## config.mk

```make
export PLATFORM = sky130hd
export DESIGN_NAME = psd_front
export DESIGN_NICKNAME = d
export VERILOG_FILES = /design/src/sv/psd_pkg.sv /design/src/sv/psd_front.sv
export SDC_FILE = /design/constraint.sdc
export NUM_CORES = 2
export LEC_CHECK = 0
export BUFFER_PORTS_ARGS = -buffer_cell sky130_fd_sc_hd__buf_2
export CORE_AREA = 2 2 315 317
export DETAILED_ROUTE_END_ITERATION = 8
export DIE_AREA = 0 0 317 319
export HOLD_SLACK_MARGIN = 0.08
export PLACE_DENSITY = 0.83
export SYNTH_ARGS = -nofsm -noshare
export SYNTH_HDL_FRONTEND = slang
export SYNTH_SLANG_ARGS = --single-unit
```

## constraint.sdc

```tcl
create_clock -name i_clk -period 12.53 [get_ports i_clk]
set_input_delay 2.506 -clock i_clk [delete_from_list [all_inputs] [get_ports i_clk]]
set_output_delay 2.506 -clock i_clk [all_outputs]
set_load 0.01 [all_outputs]
```

## src/sv/psd_pkg.sv

```systemverilog
// Shared types and constants for the point to segment distance block.
// Used by psd_front, psd_fifo, psd_back and point_segment_distance.
package psd_pkg;

    localparam int CW        = 16;  // coordinate width, signed Q8.8
    localparam int DW        = 17;  // coordinate difference width
    localparam int LW        = 33;  // squared length width, unsigned
    localparam int PW        = 34;  // dot product width, signed
    localparam int TW        = 17;  // projection parameter width, t <= 1.0
    localparam int RW        = 17;  // distance width
    localparam int T_FRAC    = 16;  // fraction bits of t
    localparam int QDEPTH    = 4;   // queue entries
    localparam int QAW       = 2;   // queue address bits

    typedef enum logic [1:0] {
        CASE_DEGEN    = 2'd0,
        CASE_BEFORE   = 2'd1,
        CASE_BEYOND   = 2'd2,
        CASE_INTERIOR = 2'd3
    } t_case;

    // One query with its differences, squared length and dot product, as it travels from the front to the back.
    typedef struct packed {
        logic signed [CW-1:0] ax;
        logic signed [CW-1:0] ay;
        logic signed [CW-1:0] bx;
        logic signed [CW-1:0] by;
        logic signed [CW-1:0] px;
        logic signed [CW-1:0] py;
        logic signed [DW-1:0] dx;
        logic signed [DW-1:0] dy;
        logic        [LW-1:0] len2;
        logic signed [PW-1:0] dot;
    } t_item;

endpackage

```

## src/sv/psd_front.sv

```systemverilog
// Front end: registers a query, forms the segment vector, the squared
// length and the dot product, and pushes the result into the queue. Uses psd_pkg.
module psd_front (
    input  logic                          i_clk,
    input  logic                          i_rst_n,
    input  logic                          i_valid,
    output logic                          o_ready,
    input  logic signed [psd_pkg::CW-1:0] i_seg_ax,
    input  logic signed [psd_pkg::CW-1:0] i_seg_ay,
    input  logic signed [psd_pkg::CW-1:0] i_seg_bx,
    input  logic signed [psd_pkg::CW-1:0] i_seg_by,
    input  logic signed [psd_pkg::CW-1:0] i_query_x,
    input  logic signed [psd_pkg::CW-1:0] i_query_y,
    input  logic                          i_full,
    output logic                          o_push,
    output psd_pkg::t_item                o_item
);

    logic                          r_v1, r_v2;
    logic signed [psd_pkg::CW-1:0] r_ax, r_ay, r_bx, r_by, r_px, r_py;
    logic signed [psd_pkg::CW-1:0] r_ax2, r_ay2, r_bx2, r_by2, r_px2, r_py2;
    logic signed [psd_pkg::DW-1:0] r_dx2, r_dy2;
    logic signed [psd_pkg::PW-1:0] r_pdd, r_pee, r_pwd, r_pwe;
    logic signed [psd_pkg::DW-1:0] dx, dy, wx, wy;
    logic                          adv;

    assign adv     = !r_v2 || !i_full;
    assign o_ready = adv;
    assign o_push  = r_v2 && !i_full;

    assign dx = psd_pkg::DW'(r_bx) - psd_pkg::DW'(r_ax);
    assign dy = psd_pkg::DW'(r_by) - psd_pkg::DW'(r_ay);
    assign wx = psd_pkg::DW'(r_px) - psd_pkg::DW'(r_ax);
    assign wy = psd_pkg::DW'(r_py) - psd_pkg::DW'(r_ay);

    always_ff @(posedge i_clk) begin
        if (!i_rst_n) begin
            r_v1 <= 1'b0;
            r_v2 <= 1'b0;
        end else if (adv) begin
            r_v1 <= i_valid;
            r_v2 <= r_v1;
        end
    end

    always_ff @(posedge i_clk) begin
        if (adv) begin
            r_ax  <= i_seg_ax;
            r_ay  <= i_seg_ay;
            r_bx  <= i_seg_bx;
            r_by  <= i_seg_by;
            r_px  <= i_query_x;
            r_py  <= i_query_y;
            r_ax2 <= r_ax;
            r_ay2 <= r_ay;
            r_bx2 <= r_bx;
            r_by2 <= r_by;
            r_px2 <= r_px;
            r_py2 <= r_py;
            r_dx2 <= dx;
            r_dy2 <= dy;
            r_pdd <= dx * dx;
            r_pee <= dy * dy;
            r_pwd <= wx * dx;
            r_pwe <= wy * dy;
        end
    end

    always_comb begin
        o_item.ax   = r_ax2;
        o_item.ay   = r_ay2;
        o_item.bx   = r_bx2;
        o_item.by   = r_by2;
        o_item.px   = r_px2;
        o_item.py   = r_py2;
        o_item.dx   = r_dx2;
        o_item.dy   = r_dy2;
        // Each square is below 2^32, so the sum fits the unsigned length field.
        o_item.len2 = {1'b0, r_pdd[31:0]} + {1'b0, r_pee[31:0]};
        o_item.dot  = r_pwd + r_pwe;
    end

endmodule

```

Word level (Yosys, flattened, before mapping)
Cells that the tools add are included.
Cells by class
  $mul: 4
  reductions and logical operators: 4
  $add $sub $neg: 6
Operators by type and width (number)
  17-bit by 17-bit multiplier with 34-bit output: 2
  16-bit by 16-bit subtractor with 17-bit output: 4
  17-bit by 17-bit multiplier with 32-bit output: 2
  34-bit adder: 1
  32-bit by 32-bit adder with 33-bit output: 1
  1-bit logical NOT: 2
  1-bit logical AND: 1
  1-bit logical OR: 1
Word-level totals
  logic and storage cells: 34
  bits of input ports: 100
  register bits after elaboration: 360
  output and inout port bits: 199

Depth between registers and ports, before layout
  depth after elaboration: 2
  mapped depth: 36
  gate-level depth less buffers: 35

Worst setup path after synthesis
Ideal clock, no wire load.
  path kind: input-to-output
  from: in i_full
  to: out o_ready
  slack: 0.042 ns
  path buffers: 0
  data required time: 10.024 ns
  arrival time: 9.982 ns
  cell stages on the path: 1
  path through: nand2_1
On the way
  word-level cells in the longest chain between the ends: 2
Ends and longest elaborated chain
  from (decl): RTL line psd_front.sv:14  | input logic i_full,
  1-bit logical NOT: RTL line psd_front.sv:27  | assign adv = !r_v2 || !i_full;
  1-bit logical OR: RTL line psd_front.sv:27
  to (decl): RTL line psd_front.sv:7  | output logic o_ready,
No other way between the ends.

Worst setup path after layout
  from: reg r_ay[1] (netlist bit)
  to: reg r_pee[31] (netlist bit) (data pin)
On the way
  word-level cells in the longest chain between the ends: 2
Ends and longest elaborated chain
  from (decl): RTL line psd_front.sv:20  | logic signed [psd_pkg::CW-1:0] r_ax, r_ay, r_bx, r_by, r_px, r_py;
  from (signal assigned): RTL line psd_front.sv:49  | r_ay <= i_seg_ay;
  16-bit by 16-bit subtractor with 17-bit output: RTL line psd_front.sv:32  | assign dy = psd_pkg::DW'(r_by) - psd_pkg::DW'(r_ay);
  17-bit by 17-bit multiplier with 32-bit output: RTL line psd_front.sv:63  | r_pee <= dy * dy;
  to (signal assigned): RTL line psd_front.sv:63
  to (decl): RTL line psd_front.sv:23  | logic signed [psd_pkg::PW-1:0] r_pdd, r_pee, r_pwd, r_pwe;
No other way between the ends.
A chain may end at the register's enable or synchronous reset.

==> flow_summary.json <==
{
  "status": "completed",
  "cts.repair_timing.setup_buffer_count": 0,
  "synth_async_sr_flop_share": 0,
  "totalWireLength_um": 142000,
  "via_count_of_the_first_global_routing_pass": 44500,
  "ff2ff_path_depth": 33,
  "cts_tree": "yes",
  "yosysWarningCount": 0,
  "unrepaired_setup_endpoints_after_global_routing": "false",
  "post_cts_hold_buffer_count": 0,
  "finalNetCount": 7540,
  "hold_end": "r_ax2[14]",
  "synth.cell_area_mm2": 0.0561,
  "total_area_of_multi_input_combinational_cells_mm2": 0.0400,
  "vias": 40700,
  "critical_path_arrival_ps": 10010,
  "design.die.area_mm2": 0.101,
  "clock_tree.buffer_depth": 3,
  "top_level_ports": 299,
  "layout_min_cycle_time_ps": 9670,
  "post-route-util": 0.621,
  "final.hold.worst_slack_ps": 445,
  "initial_antenna_violation_count": 5,
  "yosysUniqueCellTypes": 80,
  "timing.final.crit_share": 0.771,
  "critical_path_peak_fanout": 25,
  "critPathMostFrequentCell": "sky130_fd_sc_hd__fa_1",
  "post_drt_via_cell_ratio": 5.67,
  "number_of_synthesized_flops_with_an_enable_pin": 354,
  "ctsRootBufferMaster": "sky130_fd_sc_hd__clkbuf_16",
  "hold_class": "reg2reg",
  "total_met3_wirelength_after_detailed_routing_um": 13800,
  "synth.net_count": 7272,
  "numCtsBuffers": 40,
  "synth_area_per_cell_um2": 10.0,
  "worst_path_max_delay_cell": "sky130_fd_sc_hd__clkinv_1",
  "route.top_layer_used": "met4",
  "setup_viol_count_final": 0,
  "detail_route.iter0.violations": 3390,
  "clock-sinks": 356,
  "clk_latency_ps": 620,
  "grt-ovfl-total": 0,
  "core-area_mm2": 0.0977,
  "wl_met2_um": 69800,
  "timing_hold_violations_final": 0,
  "final_estimated_routing_congestion_in_global_placement": 0.966,
  "floorplan.rows": 115,
  "gr-usage-all-layers": 0.291,
  "count_of_tritonroute_iterations_in_the_first_routing_pass": 9,
  "routed_len_inst_um": 19.7,
  "cts_htree_levels": 2,
  "cts_resized": 0,
  "timing.final.max_slew_violations": 0,
  "timing.hold.worst_path_depth": 0,
  "drt_drc": 0,
  "min-delay-start": "r_ax[14]",
  "count_of_maximum_capacitance_violations": 0,
  "critPathKind": "reg2reg",
  "postSynth.topFlopCell": "sky130_fd_sc_hd__edfxtp_1",
  "ys_ff_latch": 356,
  "filler_cell_count": 7488,
  "critPathLaunchType": "flip-flop",
  "slew_headroom": 0.0521,
  "floorplan.initialDensity": 0.575,
  "rr_startpoint": "r_ay[1]",
  "synth_sequential_area_ratio": 0.190,
  "die_y_um": 319,
  "m1WireLength_um": 50900,
  "timing.rr.end": "r_pee[31]",
  "antennaDiodeCount": 0,
  "setup.reg_to_reg.worst_slack_ps": 2860,
  "end_kind": "flip-flop",
  "areaGrowthSynthToFinish_pct": 8.01,
  "cp_data_required_time_ps": 12880,
  "totalNegativeSetupSlack_ps": 0,
  "clock-skew-final_ps": 47.0,
  "floorplan.die.width_um": 317,
  "port_buffer_count": 298,
  "cp_slowest_stage_delay_ps": 740,
  "clkTransAtPathRegs_ps": 60,
  "grt_first_pass_wirelength_um": 229000,
  "count_of_nets_left_with_antenna_violations_after_detail_routing": 0,
  "grt_max_degree": 95,
  "timing_worst_slew_pin_value_ps": 1410,
  "fraction_of_final_layout_cells_with_drive_strength_greater_than_1": 0.0830,
  "ff_latch_area_mm2": 0.0107,
  "fmaxAchievable_mhz": 103,
  "post_synth_inst_count": 5605,
  "dp.final_hpwl_um": 113000
}
## stage by stage
step	worst slack, ps	area (um2)	cells
floorplan	42.1	56100	5605
global placement	2940	59300	7117
detailed placement	3130	59300	7118
CTS	3050	60600	7191
global route	2510	60600	7191
finish	2860	60600	7191
## metal layers
layer / vias up / global-route usage
met3: 570 / 0.0559
li1: 17800 / -
met1: 20400 / 0.364
met5: - / 0
met4: 0 / 0.130
met2: 2025 / 0.489
## logic make-up after synthesis
group | Yosys count | synth area share
flip-flops | 356 | 0.190
XOR/XNOR | 269 | 0.0422
multiplexers | 2 | 0.000357
adder cells (fa/ha/maj) | 1567 | 0.498
AO/OA/AOI/OAI | 545 | 0.0656
AND/OR/NAND/NOR | 1374 | 0.104
buffers and inverters | 1492 | 0.100
## synthesized netlist by cell type (all sizes together), types with 47 or more instances
library cell	number	area, um2
nand2	556	2090
ha	456	5710
fa	1111	22200
inv	1341	5030
edfxtp	354	10600
xnor2	189	1660
o21a	47	353
clkbuf	129	484
a21o	70	527
a21oi	160	808
nand3	47	235
nor2	515	1930
xor2	79	692
nor3	59	300
o21ai	85	425
## final cells by class
class | instances | share of cell area
Multi-Input combinational cell | 3757 | 0.659
Tap cell | 1287 | 0.0266
Inverter | 1353 | 0.0838
Clock buffer | 46 | 0.0169
Sequential cell | 356 | 0.176
Timing Repair Buffer | 365 | 0.0330
Clock inverter | 27 | 0.00433
## sequential cells by signal, summed over array words and instances, names as in the netlist
name   flops
r_v1       1
r_dy2     17
r_pdd     30
r_bx      16
r_by2     16
r_pwd     34
r_pee     30
r_px2     16
r_px      16
r_v2       1
r_ay      16
r_dx2     17
r_py      16
r_ax2     16
r_pwe     34
r_ax      16
r_by      16
r_ay2     16
r_py2     16
r_bx2     16
## placed cells by master, fill, tap and decap left out, types with 9 or more instances in the layout
cell type,netlist,layout
sky130_fd_sc_hd__inv_1,1337,1337
sky130_fd_sc_hd__fa_1,1111,1111
sky130_fd_sc_hd__nand2_1,556,555
sky130_fd_sc_hd__nor2_1,515,515
sky130_fd_sc_hd__ha_1,456,456
sky130_fd_sc_hd__edfxtp_1,354,354
sky130_fd_sc_hd__buf_2,0,298
sky130_fd_sc_hd__xnor2_1,189,180
sky130_fd_sc_hd__a21oi_1,158,156
sky130_fd_sc_hd__o21ai_0,78,78
sky130_fd_sc_hd__xor2_1,79,73
sky130_fd_sc_hd__a21o_1,69,69
sky130_fd_sc_hd__buf_4,3,66
sky130_fd_sc_hd__nor3_1,58,58
sky130_fd_sc_hd__o21a_1,47,47
sky130_fd_sc_hd__nand3_1,47,47
sky130_fd_sc_hd__clkbuf_16,0,40
sky130_fd_sc_hd__and2_1,37,37
sky130_fd_sc_hd__nor2b_1,33,33
sky130_fd_sc_hd__nand2b_1,30,30
sky130_fd_sc_hd__and3_1,28,28
sky130_fd_sc_hd__a211oi_1,25,25
sky130_fd_sc_hd__clkinv_1,12,21
sky130_fd_sc_hd__o21bai_1,21,21
sky130_fd_sc_hd__a31oi_1,20,20
sky130_fd_sc_hd__or3_1,16,16
sky130_fd_sc_hd__nand4_1,12,12
sky130_fd_sc_hd__or2_2,12,12
sky130_fd_sc_hd__o31ai_1,11,11
sky130_fd_sc_hd__a31o_2,10,10
sky130_fd_sc_hd__xnor2_2,0,9
sky130_fd_sc_hd__a211o_1,9,9
sky130_fd_sc_hd__a21boi_0,9,9
## worst max-delay path by stage
| stage | slack [ps] | from | endpoint | cells past startpoint |
|---|---|---|---|---|
| after floorplan | 40 | i_full | o_ready | 1 |
| after global placement | 2940 | r_ax[1] | r_pwd[33] | 32 |
| after detailed placement | 3130 | r_ay[1] | r_pee[31] | 33 |
| after CTS | 3050 | r_ay[0] | r_pee[31] | 33 |
| after global routing | 2510 | r_ax[1] | r_pwd[33] | 27 |
| final | 2860 | r_ay[1] | r_pee[31] | 33 |
## critical path, delay by kind of cell, from the launching register on
| kind | cells | cell delay (ps) |
|---|---|---|
| flip-flops | 1 | 430 |
| adder cells (fa/ha/maj) | 8 | 3330 |
| XOR/XNOR | 2 | 500 |
| AO/OA/AOI/OAI | 13 | 2910 |
| AND/OR/NAND/NOR | 3 | 650 |
| buffers and inverters | 7 | 1550 |
Power is left out: the tool's default activity adds up to more than one toggle a clock period on the data nets, which glitch-free logic cannot reach.
