<file path="config.mk">
export PLATFORM = sky130hd
export DESIGN_NAME = psd_fifo
export DESIGN_NICKNAME = d
export VERILOG_FILES = /design/src/sv/psd_pkg.sv /design/src/sv/psd_fifo.sv
export SDC_FILE = /design/constraint.sdc
export NUM_CORES = 1
export LEC_CHECK = 0
export BUFFER_PORTS_ARGS = -buffer_cell sky130_fd_sc_hd__buf_2
export CORE_UTILIZATION = 41
export CTS_BUF_LIST = sky130_fd_sc_hd__clkbuf_16
export CTS_CLUSTER_DIAMETER = 30
export DETAILED_ROUTE_END_ITERATION = 12
export PLACE_DENSITY = 0.68
export SYNTH_ARGS = -nofsm -noshare
export SYNTH_HDL_FRONTEND = slang
export SYNTH_SLANG_ARGS = --single-unit
</file>
<file path="constraint.sdc">
create_clock -name i_clk -period 5.79 [get_ports i_clk]
set_input_delay 0.579 -clock i_clk [delete_from_list [all_inputs] [get_ports i_clk]]
set_output_delay 0.579 -clock i_clk [all_outputs]
set_load 0.01 [all_outputs]
</file>
<file path="src/sv/psd_pkg.sv">
// Shared types and constants for the point to segment distance block.
// Used by psd_front, psd_fifo, psd_back and point_segment_distance.
package psd_pkg;

    localparam int CW        = 16;  // coordinate width, signed Q8.8
    localparam int DW        = 17;  // coordinate difference width
    localparam int LW        = 33;  // squared length width, unsigned
    localparam int PW        = 34;  // dot product width, signed
    localparam int TW        = 17;  // projection parameter width, t <= 1.0
    localparam int RW        = 17;  // distance width
    localparam int T_FRAC    = 16;  // fraction bits of t
    localparam int QDEPTH    = 4;   // queue entries
    localparam int QAW       = 2;   // queue address bits

    typedef enum logic [1:0] {
        CASE_DEGEN    = 2'd0,
        CASE_BEFORE   = 2'd1,
        CASE_BEYOND   = 2'd2,
        CASE_INTERIOR = 2'd3
    } t_case;

    // One query with its differences, squared length and dot product, as it travels from the front to the back.
    typedef struct packed {
        logic signed [CW-1:0] ax;
        logic signed [CW-1:0] ay;
        logic signed [CW-1:0] bx;
        logic signed [CW-1:0] by;
        logic signed [CW-1:0] px;
        logic signed [CW-1:0] py;
        logic signed [DW-1:0] dx;
        logic signed [DW-1:0] dy;
        logic        [LW-1:0] len2;
        logic signed [PW-1:0] dot;
    } t_item;

endpackage

</file>
<file path="src/sv/psd_fifo.sv">
// Short queue that decouples the front end from the back end.
// Holds psd_pkg::t_item entries; uses psd_pkg.
module psd_fifo (
    input  logic           i_clk,
    input  logic           i_rst_n,
    input  logic           i_push,
    input  psd_pkg::t_item i_item,
    output logic           o_full,
    input  logic           i_pop,
    output logic           o_valid,
    output psd_pkg::t_item o_item
);

    psd_pkg::t_item               r_mem [psd_pkg::QDEPTH];
    logic [psd_pkg::QAW-1:0]      r_wr, r_rd;
    logic [psd_pkg::QAW:0]        r_cnt;
    logic                         do_pop;

    assign o_full  = (r_cnt == (psd_pkg::QAW+1)'(psd_pkg::QDEPTH));
    assign o_valid = (r_cnt != '0);
    assign o_item  = r_mem[r_rd];
    assign do_pop  = i_pop && o_valid;

    always_ff @(posedge i_clk) begin
        if (i_push) begin
            r_mem[r_wr] <= i_item;
        end
    end

    always_ff @(posedge i_clk) begin
        if (!i_rst_n) begin
            r_wr  <= '0;
            r_rd  <= '0;
            r_cnt <= '0;
        end else begin
            if (i_push) begin
                r_wr <= r_wr + 1'b1;
            end
            if (do_pop) begin
                r_rd <= r_rd + 1'b1;
            end
            r_cnt <= r_cnt + (psd_pkg::QAW+1)'(i_push) - (psd_pkg::QAW+1)'(do_pop);
        end
    end

    a_cnt_bound: assert property (@(posedge i_clk) disable iff (!i_rst_n)
        r_cnt <= (psd_pkg::QAW+1)'(psd_pkg::QDEPTH))
        else $error("queue count exceeds depth");

    a_cnt_track: assert property (@(posedge i_clk) disable iff (!i_rst_n)
        1'b1 |=> r_cnt == $past(r_cnt) + (psd_pkg::QAW+1)'($past(i_push))
                          - (psd_pkg::QAW+1)'($past(do_pop)))
        else $error("queue count does not follow transfers");

    a_ptr_match: assert property (@(posedge i_clk) disable iff (!i_rst_n)
        (r_wr - r_rd) == r_cnt[psd_pkg::QAW-1:0])
        else $error("queue pointers disagree with count");

endmodule

</file>
# After elaboration in Yosys (flattened, before gate mapping)
# Memories as Yosys holds them, arrays and structs flattened. A register that Yosys moved wholly into a read port is not among the register bits.
# Index checks and enable logic that the tools add are counted.
dict set report word_totals {
  regBits 7
  ram_bits 788
  input_bits 201
  output_inout_bits 199
  wordCells 15
  memories 1
}
# name words width rd rd_ports_with_merged_regs write_ports line
set memory_table {}
lappend memory_table {r_mem 4 197 1 1 1 psd_fifo.sv:14} ;# psd_pkg::t_item r_mem [psd_pkg::QDEPTH];
dict set report classes {
  add_sub_neg 4
  eq_ne 1
  n_mux 4
  reduce_logical 2
}
# op n
set ops {}
lappend ops {{$add 2x1->2 const B} 2}
lappend ops {{$mux 2} 2}
lappend ops {{$add 3x1->3} 1}
lappend ops {{$eq 3x3->1 const B} 1}
lappend ops {{$reduce_bool 3->1} 1}
lappend ops {{$sub 3x1->3} 1}
lappend ops {{$mux 1} 2}
lappend ops {{$logic_and 1x1->1} 1}

# Longest topological paths before layout
# Gate-level depths: netlist of run 1.
dict set report logic_depth {
  depth_word 4
  depth_mapped 7
  depth_no_buf 7
}

# Worst setup path before layout of run 1
# OpenSTA, ideal clock, no wires.
dict set report synth_path {
  kind {input to register}
  startpoint {input port i_push}
  endpoint {memory r_mem[0][0] (netlist bit) (enable)}
  setup_ns 0.581
  t_arrival_ns 5.050
  required_ns 5.209
  setup_slack_ns 0.159
  stages 1
  path_buffers 0
  cell_sequence {and2_1}
}
dict set report synth_via {
  elab_chain_cells 2
}
# item line
set synth_lines {}
lappend synth_lines {{from (decl)} psd_fifo.sv:6} ;# input logic i_push,
lappend synth_lines {{$mux 1} psd_fifo.sv:25} ;# if (i_push) begin
lappend synth_lines {{$mux 1 (not written as such)} psd_fifo.sv:26} ;# r_mem[r_wr] <= i_item;
lappend synth_lines {{to (decl)} psd_fifo.sv:14}
# Every way passes these cells.

==> metrics.md, run 1 <==
| Metric | Value |
|---|---|
| Status | `finished clean` |
| Initial Utilization | `0.4175` |
| Slowest cell on crit path | `dfxtp_4` |
| Worst r2r path cells | `3` |
| Reg clk slew, reported paths | `0.05 ns` |
| Ranking of synthesized cells by area | `edfxtp_1 (82%), mux4_2 (15%), dfxtp_1 (0.62%)` |
| Max Clock Skew | `0.01342 ns` |
| DPL Wire Length | `32.70 mm` |
| Design area | `0.03680 sq mm` |
| Initial antenna violation count | `14` |
| Setup violators final | `0` |
| Cell Area, Placed | `0.03193 sq mm` |
| Layout cells sized above 1 | `0.4962` |
| Setup WS pre-CTS | `3.099 ns` |
| Syn_nets | `1282` |
| Min-delay src | `i_item[45]` |
| Final clock period utilization by the worst path | `0.5827` |
| Fin Setup TNS | `0 ns` |
| Num CTS Buffers | `142` |
| Routed len/inst | `21.95 um` |
| Mapped Cells | `1074` |
| Nets | `1793` |
| Grt total ovfl | `0` |
| Post-CTS Setup Repair Bufs | `0` |
| CP Class | `register to primary output` |
| Cell family with most CP delay | `buffers and inverters` |
| Htree depth | `4` |
| Initial drt markers | `852` |
| Largest net degree at the start of global routing | `110` |
| Crit path buf inv count | `2` |
| CTS tree | `done` |
| DIE WIDTH | `267.4 um` |
| Final Hold Viols | `0` |
| Hold Path Cell Cnt | `1` |
| CP Capture Type | `primary output` |
| Vias in the first global route | `14400` |
| Post_cts resized | `0` |
| Req. time, crit path | `5.21 ns` |
| Cell taking the most area after synthesis | `edfxtp_1` |
| Die ar. | `0.07152 sq mm` |
| Placer Congestion | `0.7177` |
| Clk buf depth | `3` |
| Core Area | `0.06919 sq mm` |
| RSZ-0062 raised after global routing | `no` |
| Main synth FF type | `edfxtp_1` |
| Worst Hold Path EP | `r_mem[2][45]` |
| Worst reg2reg path endpoint | `r_mem[3][73]` |
| Total Wirelength | `57.91 mm` |
| Via count | `13280` |
| Row cnt | `96` |
| Synth cell types | `20` |
| DRT Pass-1 Iters | `4` |
| Slew @ Worst Pin | `0.9402 ns` |
| Placed Cells | `2372` |
| Synth warn | `0` |
| CTS sink count | `797` |
| Max-slew headroom at the worst pin | `0.3732` |
| Vias per cell | `5.034` |
| Avg Inst Size Synth | `26.90 sq um` |
| Finished Layout Cells | `2639` |
| CP max FO | `53` |
| Post-synth EDFFs | `788` |
| Post-route ant nets | `0` |
| Clock Tree Root | `clkbuf_16` |
| Synth top area share | `0.8192` |
| Fin Hold WS | `0.1004 ns` |
| Setup crit start kind | `register` |
| Multi-input logic area | `0.004720 sq mm` |
| Worst skew pair latency | `0.69 ns` |
| Data arrival, critical path | `2.79 ns` |
| Maximum clock rate | `0.2964 GHz` |
| DRC | `0` |
| Synth Register Bits | `797` |
| Area grow syn2layout | `27.40%` |
| HP Class | `input pin to register` |
| Reg2reg start | `r_wr[0]` |
| Final count of pins violating max slew | `0` |
| Gr usage total | `0.1624` |
| CP peak stage delay | `0.70 ns` |
| Final min period | `3.374 ns` |
| Flop2flop setup slack | `3.44 ns` |
| First-pass GRT wire length | `85.73 mm` |
| Crit path cell chain | `buf_4, mux4_2, buf_2` |
| Asr flop ratio synth | `0` |
| PnR worst setup slack | `2.416 ns` |
| PortBufs | `399` |
| Die height | `267.4 um` |
| Ports | `400` |
| # hold bufs at CTS | `0` |
| Leakage | `0.01255 uW` |
| Max-Cap Viols | `0` |
| Mapped cell area | `0.02889 sq mm` |
| Sequential area share after synthesis | `0.8254` |
| Cell Pwr Density | `472.3 mW/mm^2` |
| Max IR drop VDD | `353.1 uV` |
| Flip-flop and latch area | `0.02385 sq mm` |
| Fillers | `5270` |
[cell usage in the layout (no fill, tap or decap), types with 5 or more instances in the layout]
cell type   count
edfxtp_1      788
buf_2         399
mux4_2        197
clkbuf_16     145
clkinv_1       22
bufinv_16      17
clkinv_4       17
inv_1          16
clkinvlp_4     16
inv_6          16
clkinv_2       14
buf_12          7
dfxtp_1         7
ha_1            6
buf_4           5
[sequential cells by signal, summed over array words and instances (netlist names), named ones only]
| signal | cells |
|---|---|
| r_wr | 2 |
| r_cnt | 3 |
| r_mem | 788 |
| r_rd | 2 |
[cell usage after synthesis (2+ instances only)]
| cell | n |
|---|---|
| edfxtp_1 | 788 |
| mux2i_1 | 4 |
| buf_6 | 16 |
| nand2b_1 | 2 |
| clkbuf_1 | 7 |
| nand2_1 | 2 |
| inv_1 | 6 |
| dfxtp_1 | 9 |
| and2_1 | 8 |
| mux4_2 | 197 |
| buf_2 | 21 |
| ha_1 | 6 |
[worst max path at each step]
| stage | startpoint | end | slack [ns] | depth (start not counted) |
|---|---|---|---|---|
| after floorplan | i_push | r_mem[0][0] | 0.16 | 1 |
| after global placement | register | o_item[54] | 3.09 | 3 |
| after detailed placement | register | o_item[54] | 3.10 | 3 |
| after CTS | register | o_item[129] | 2.33 | 3 |
| after global routing | register | o_item[62] | 2.28 | 3 |
| final | register | o_item[129] | 2.42 | 3 |
[where the power goes]
group	internal (uW)	switching [uW]	total, uW
Clock	5380	2860	8240
Sequential	6660	97.2	6760
Combinational	1140	1240	2390
Total	13200	4200	17400
[layer usage]
metal / wire (um) / up-vias / track usage
met2: 29740 / 446 / 0.2686
met4: 1411 / 20 / 0.06610
met3: 4956 / 126 / 0.06620
li1: - / 5778 / -
met5: 111 / - / 0
met1: 21700 / 6914 / 0.1876
[layout make-up]
cell class	count	area share
sequential	797	0.6481
timing repair buffer	411	0.05909
tap	931	0.03165
antenna	3	0.0002040
clock buffer	145	0.09860
inverter	6	0.0006120
multi-input combinational	227	0.1282
clock inverter	119	0.03352
[logic make-up after synthesis]
family | after synthesis | synth area share
DFF | 797 | 0.8254
and+or+nand+nor | 15 | 0.003076
adders and majority gates | 7 | 0.003292
muxes | 201 | 0.1550
xor gates and xnor gates | 2 | 0.001083
buffers and inverters | 50 | 0.01156
AOI/OAI and AO/OA | 2 | 0.0006065
[through the flow]
stage          power [uW]    util
6_report            17380  0.5319
4_1_cts             17610  0.5318
5_1_grt             18010  0.5318
2_1_floorplan        8478       -
3_5_place_dp         9301  0.4615
3_3_place_gp         9264  0.4615
No activity file was read; power rests on OpenSTA's default activity.
==> run 2, diff against run 1 <==
PLACE_DENSITY = 0.65   (was 0.68)
clock period = 3.3 ns   (was 5.79 ns; I/O delays follow)
==> run 2 against run 1 <==
  * Highest routed layer unchanged
  * Register-to-register slack got worse by 2.2 ns
  * Die area unchanged
  * First-iteration DRC count is 7.7% lower
  * Largest power group unchanged
==> metrics.md, run 2 (synthesis gave the netlist of run 1 again) <==
| Metric | Value |
|---|---|
| DPL Wire Length | `35.24 mm (was 32.70 mm)` |
| Post-CTS Setup Repair Bufs | `0 (unchanged)` |
| Max Clock Skew | `0.03857 ns (was 0.01342 ns)` |
| Commonest non-fill, non-tap cell in the layout | `edfxtp_1 (unchanged)` |
| Final clock period utilization by the worst path | `0.8470` |
| CTS tree | `done (unchanged)` |
| Htree depth | `4 (unchanged)` |
| CP Capture Type | `primary output (unchanged)` |
| Grt total ovfl | `0 (unchanged)` |
| Most frequent cells in the layout | `edfxtp_1 (788), buf_2 (399), dlygate4sd3_1 (200) (was edfxtp_1 (788), buf_2 (399), mux4_2 (197))` |
| DIE WIDTH | `267.4 um (unchanged)` |
| Cell Area, Placed | `0.03227 sq mm (was 0.03193 sq mm)` |
| Placer Congestion | `0.7174 (was 0.7177)` |
| Final count of pins violating max slew | `0 (unchanged)` |
| Slowest cell on crit path | `mux4_2 (was dfxtp_4)` |
| First-pass GRT wire length | `92.72 mm (was 85.73 mm)` |
| Nets | `2021 (was 1793)` |
| Setup crit start kind | `register (unchanged)` |
| Die ar. | `0.07152 sq mm (unchanged)` |
| Req. time, crit path | `2.97 ns (was 5.21 ns)` |
| Biggest register | `r_mem (unchanged)` |
| Largest net degree at the start of global routing | `78 (was 110)` |
| Routed len/inst | `21.54 um (was 21.95 um)` |
| Fin Setup TNS | `0 ns (unchanged)` |
| DRC | `0 (unchanged)` |
| Biggest regs | `r_mem x788, r_cnt x3 (unchanged)` |
| Status | `finished clean (unchanged)` |
| WL met2 | `31.55 mm (was 29.74 mm)` |
| Die height | `267.4 um (unchanged)` |
| Maximum clock rate | `0.3578 GHz` |
| Top sig layer | `met5 (unchanged)` |
| Min-delay src | `i_item[44] (was i_item[45])` |
| Post-route ant nets | `0 (unchanged)` |
| Layout cells sized above 1 | `0.4494 (was 0.4962)` |
| Vias per cell | `4.949 (was 5.034)` |
| Reg2reg start | `r_cnt[1] (was r_wr[0])` |
| Leakage | `0.01373 uW (was 0.01255 uW)` |
| Fillers | `5112 (was 5270)` |
| RSZ-0062 raised after global routing | `no (unchanged)` |
| Fin Hold WS | `0.3689 ns (was 0.1004 ns)` |
| Initial antenna violation count | `4 (was 14)` |
| Crit path cell chain | `buf_12, mux4_2, buf_2 (was buf_4, mux4_2, buf_2)` |
| Area grow syn2layout | `36.57% (was 27.40%)` |
| Met3 wire len | `4.456 mm (was 4.956 mm)` |
| Clk buf depth | `3 (unchanged)` |
| Data arrival, critical path | `2.47 ns (was 2.79 ns)` |
| CP Class | `register to primary output (unchanged)` |
| Design area | `0.03945 sq mm (was 0.03680 sq mm)` |
| Num CTS Buffers | `152 (was 142)` |
| CP peak stage delay | `0.59 ns (was 0.70 ns)` |
| Via count | `14200 (was 13280)` |
| CTS sink count | `797 (unchanged)` |
| Core Area | `0.06919 sq mm (unchanged)` |
| Initial Utilization | `0.4175 (unchanged)` |
| Final Hold Viols | `0 (unchanged)` |
| DRT Pass-1 Iters | `5 (was 4)` |
| Clock Tree Root | `clkbuf_16 (unchanged)` |
| Vias in the first global route | `15750 (was 14400)` |
| Max IR drop VDD | `494.5 uV (was 353.1 uV)` |
| Worst skew pair latency | `0.71 ns (was 0.69 ns)` |
| Ports | `400 (unchanged)` |
| Flip-flop and latch area | `0.02385 sq mm (unchanged)` |
| Gr usage total | `0.1748 (was 0.1624)` |
| # hold bufs at CTS | `200 (was 0)` |
| Slew @ Worst Pin | `0.6405 ns (was 0.9402 ns)` |
| Initial drt markers | `786 (was 852)` |
| Max reg flops | `788 (unchanged)` |
| PortBufs | `399 (unchanged)` |
| Final min period | `2.795 ns` |
| Cell Pwr Density | `801.8 mW/mm^2 (was 472.3 mW/mm^2)` |
| Tot Pwr | `31630 uW (was 17380 uW)` |
| HP Class | `input pin to register (unchanged)` |
| Total Wirelength | `61.79 mm (was 57.91 mm)` |
| CP max FO | `45 (was 53)` |
| Multi-input logic area | `0.004720 sq mm (unchanged)` |
| Row cnt | `96 (unchanged)` |
| Max-Cap Viols | `0 (unchanged)` |
| Met1 Routed Length | `24.30 mm (was 21.70 mm)` |
| Post_cts resized | `0 (unchanged)` |
| Reg clk slew, reported paths | `0.05 ns (about the same)` |
| Setup violators final | `0 (unchanged)` |
| Max-slew headroom at the worst pin | `0.5730 (was 0.3732)` |
run 2: cell count changes in the layout (fill, tap and decap cells not counted), moves of 2 or more:
cell	delta
clkinv_1	-2
clkinv_2	+9
inv_1	+9
clkinv_16	+4
clkinv_4	-6
inv_16	+2
buf_4	+2
clkinvlp_4	-4
buf_12	+16
clkbuf_16	+9
inv_6	-7
dlygate4sd3_1	+200
run 2: path summary, 6_finish.rpt:
kind	endpoint	slack, ns	depth (start not counted)
worst max-delay path	o_item[100]	0.50	3
worst min-delay path	r_mem[0][44]	0.37	2
worst max register to register	r_cnt[2]	1.26	7
worst min register to register	register	0.48	2
run 2: area by class of cell:
cell class              instances  area share
clock buffers                 154     0.09768
diodes                          2   0.0001269
multi-input cells             227      0.1196
inverters                       6   0.0005709
flip-flops and latches        797      0.6045
repair buffers                629      0.1144
clock inverters               123     0.03355
well taps                     931     0.02953
run 2: critical path: cells and delay by family (launching register included):
| kind | cells | cell delay, ns |
|---|---|---|
| mux | 1 | 0.59 |
| flops | 1 | 0.54 |
| buf+inv | 2 | 0.53 |
run 2: power breakdown:
part	switching, uW	internal (uW)
Clock	5190	9980
Sequential	181	11700
Combinational	2290	2300
Total	7670	24000
run 2: routing by layer:
layer | track usage | vias to the layer above
li1 | - | 6241
met5 | 0 | -
met4 | 0.07042 | 4
met3 | 0.06059 | 120
met2 | 0.2885 | 448
met1 | 0.2102 | 7387
run 2: per-stage QoR:
step,cells,utilization,setup WS [ns]
after floorplan,1074,-,0.9318
after global placement,2390,0.4664,1.175
after detailed placement,2390,0.4664,1.177
after CTS,2867,0.5702,0.4159
after global routing,2869,0.5702,0.3323
final,2869,0.5702,0.5048
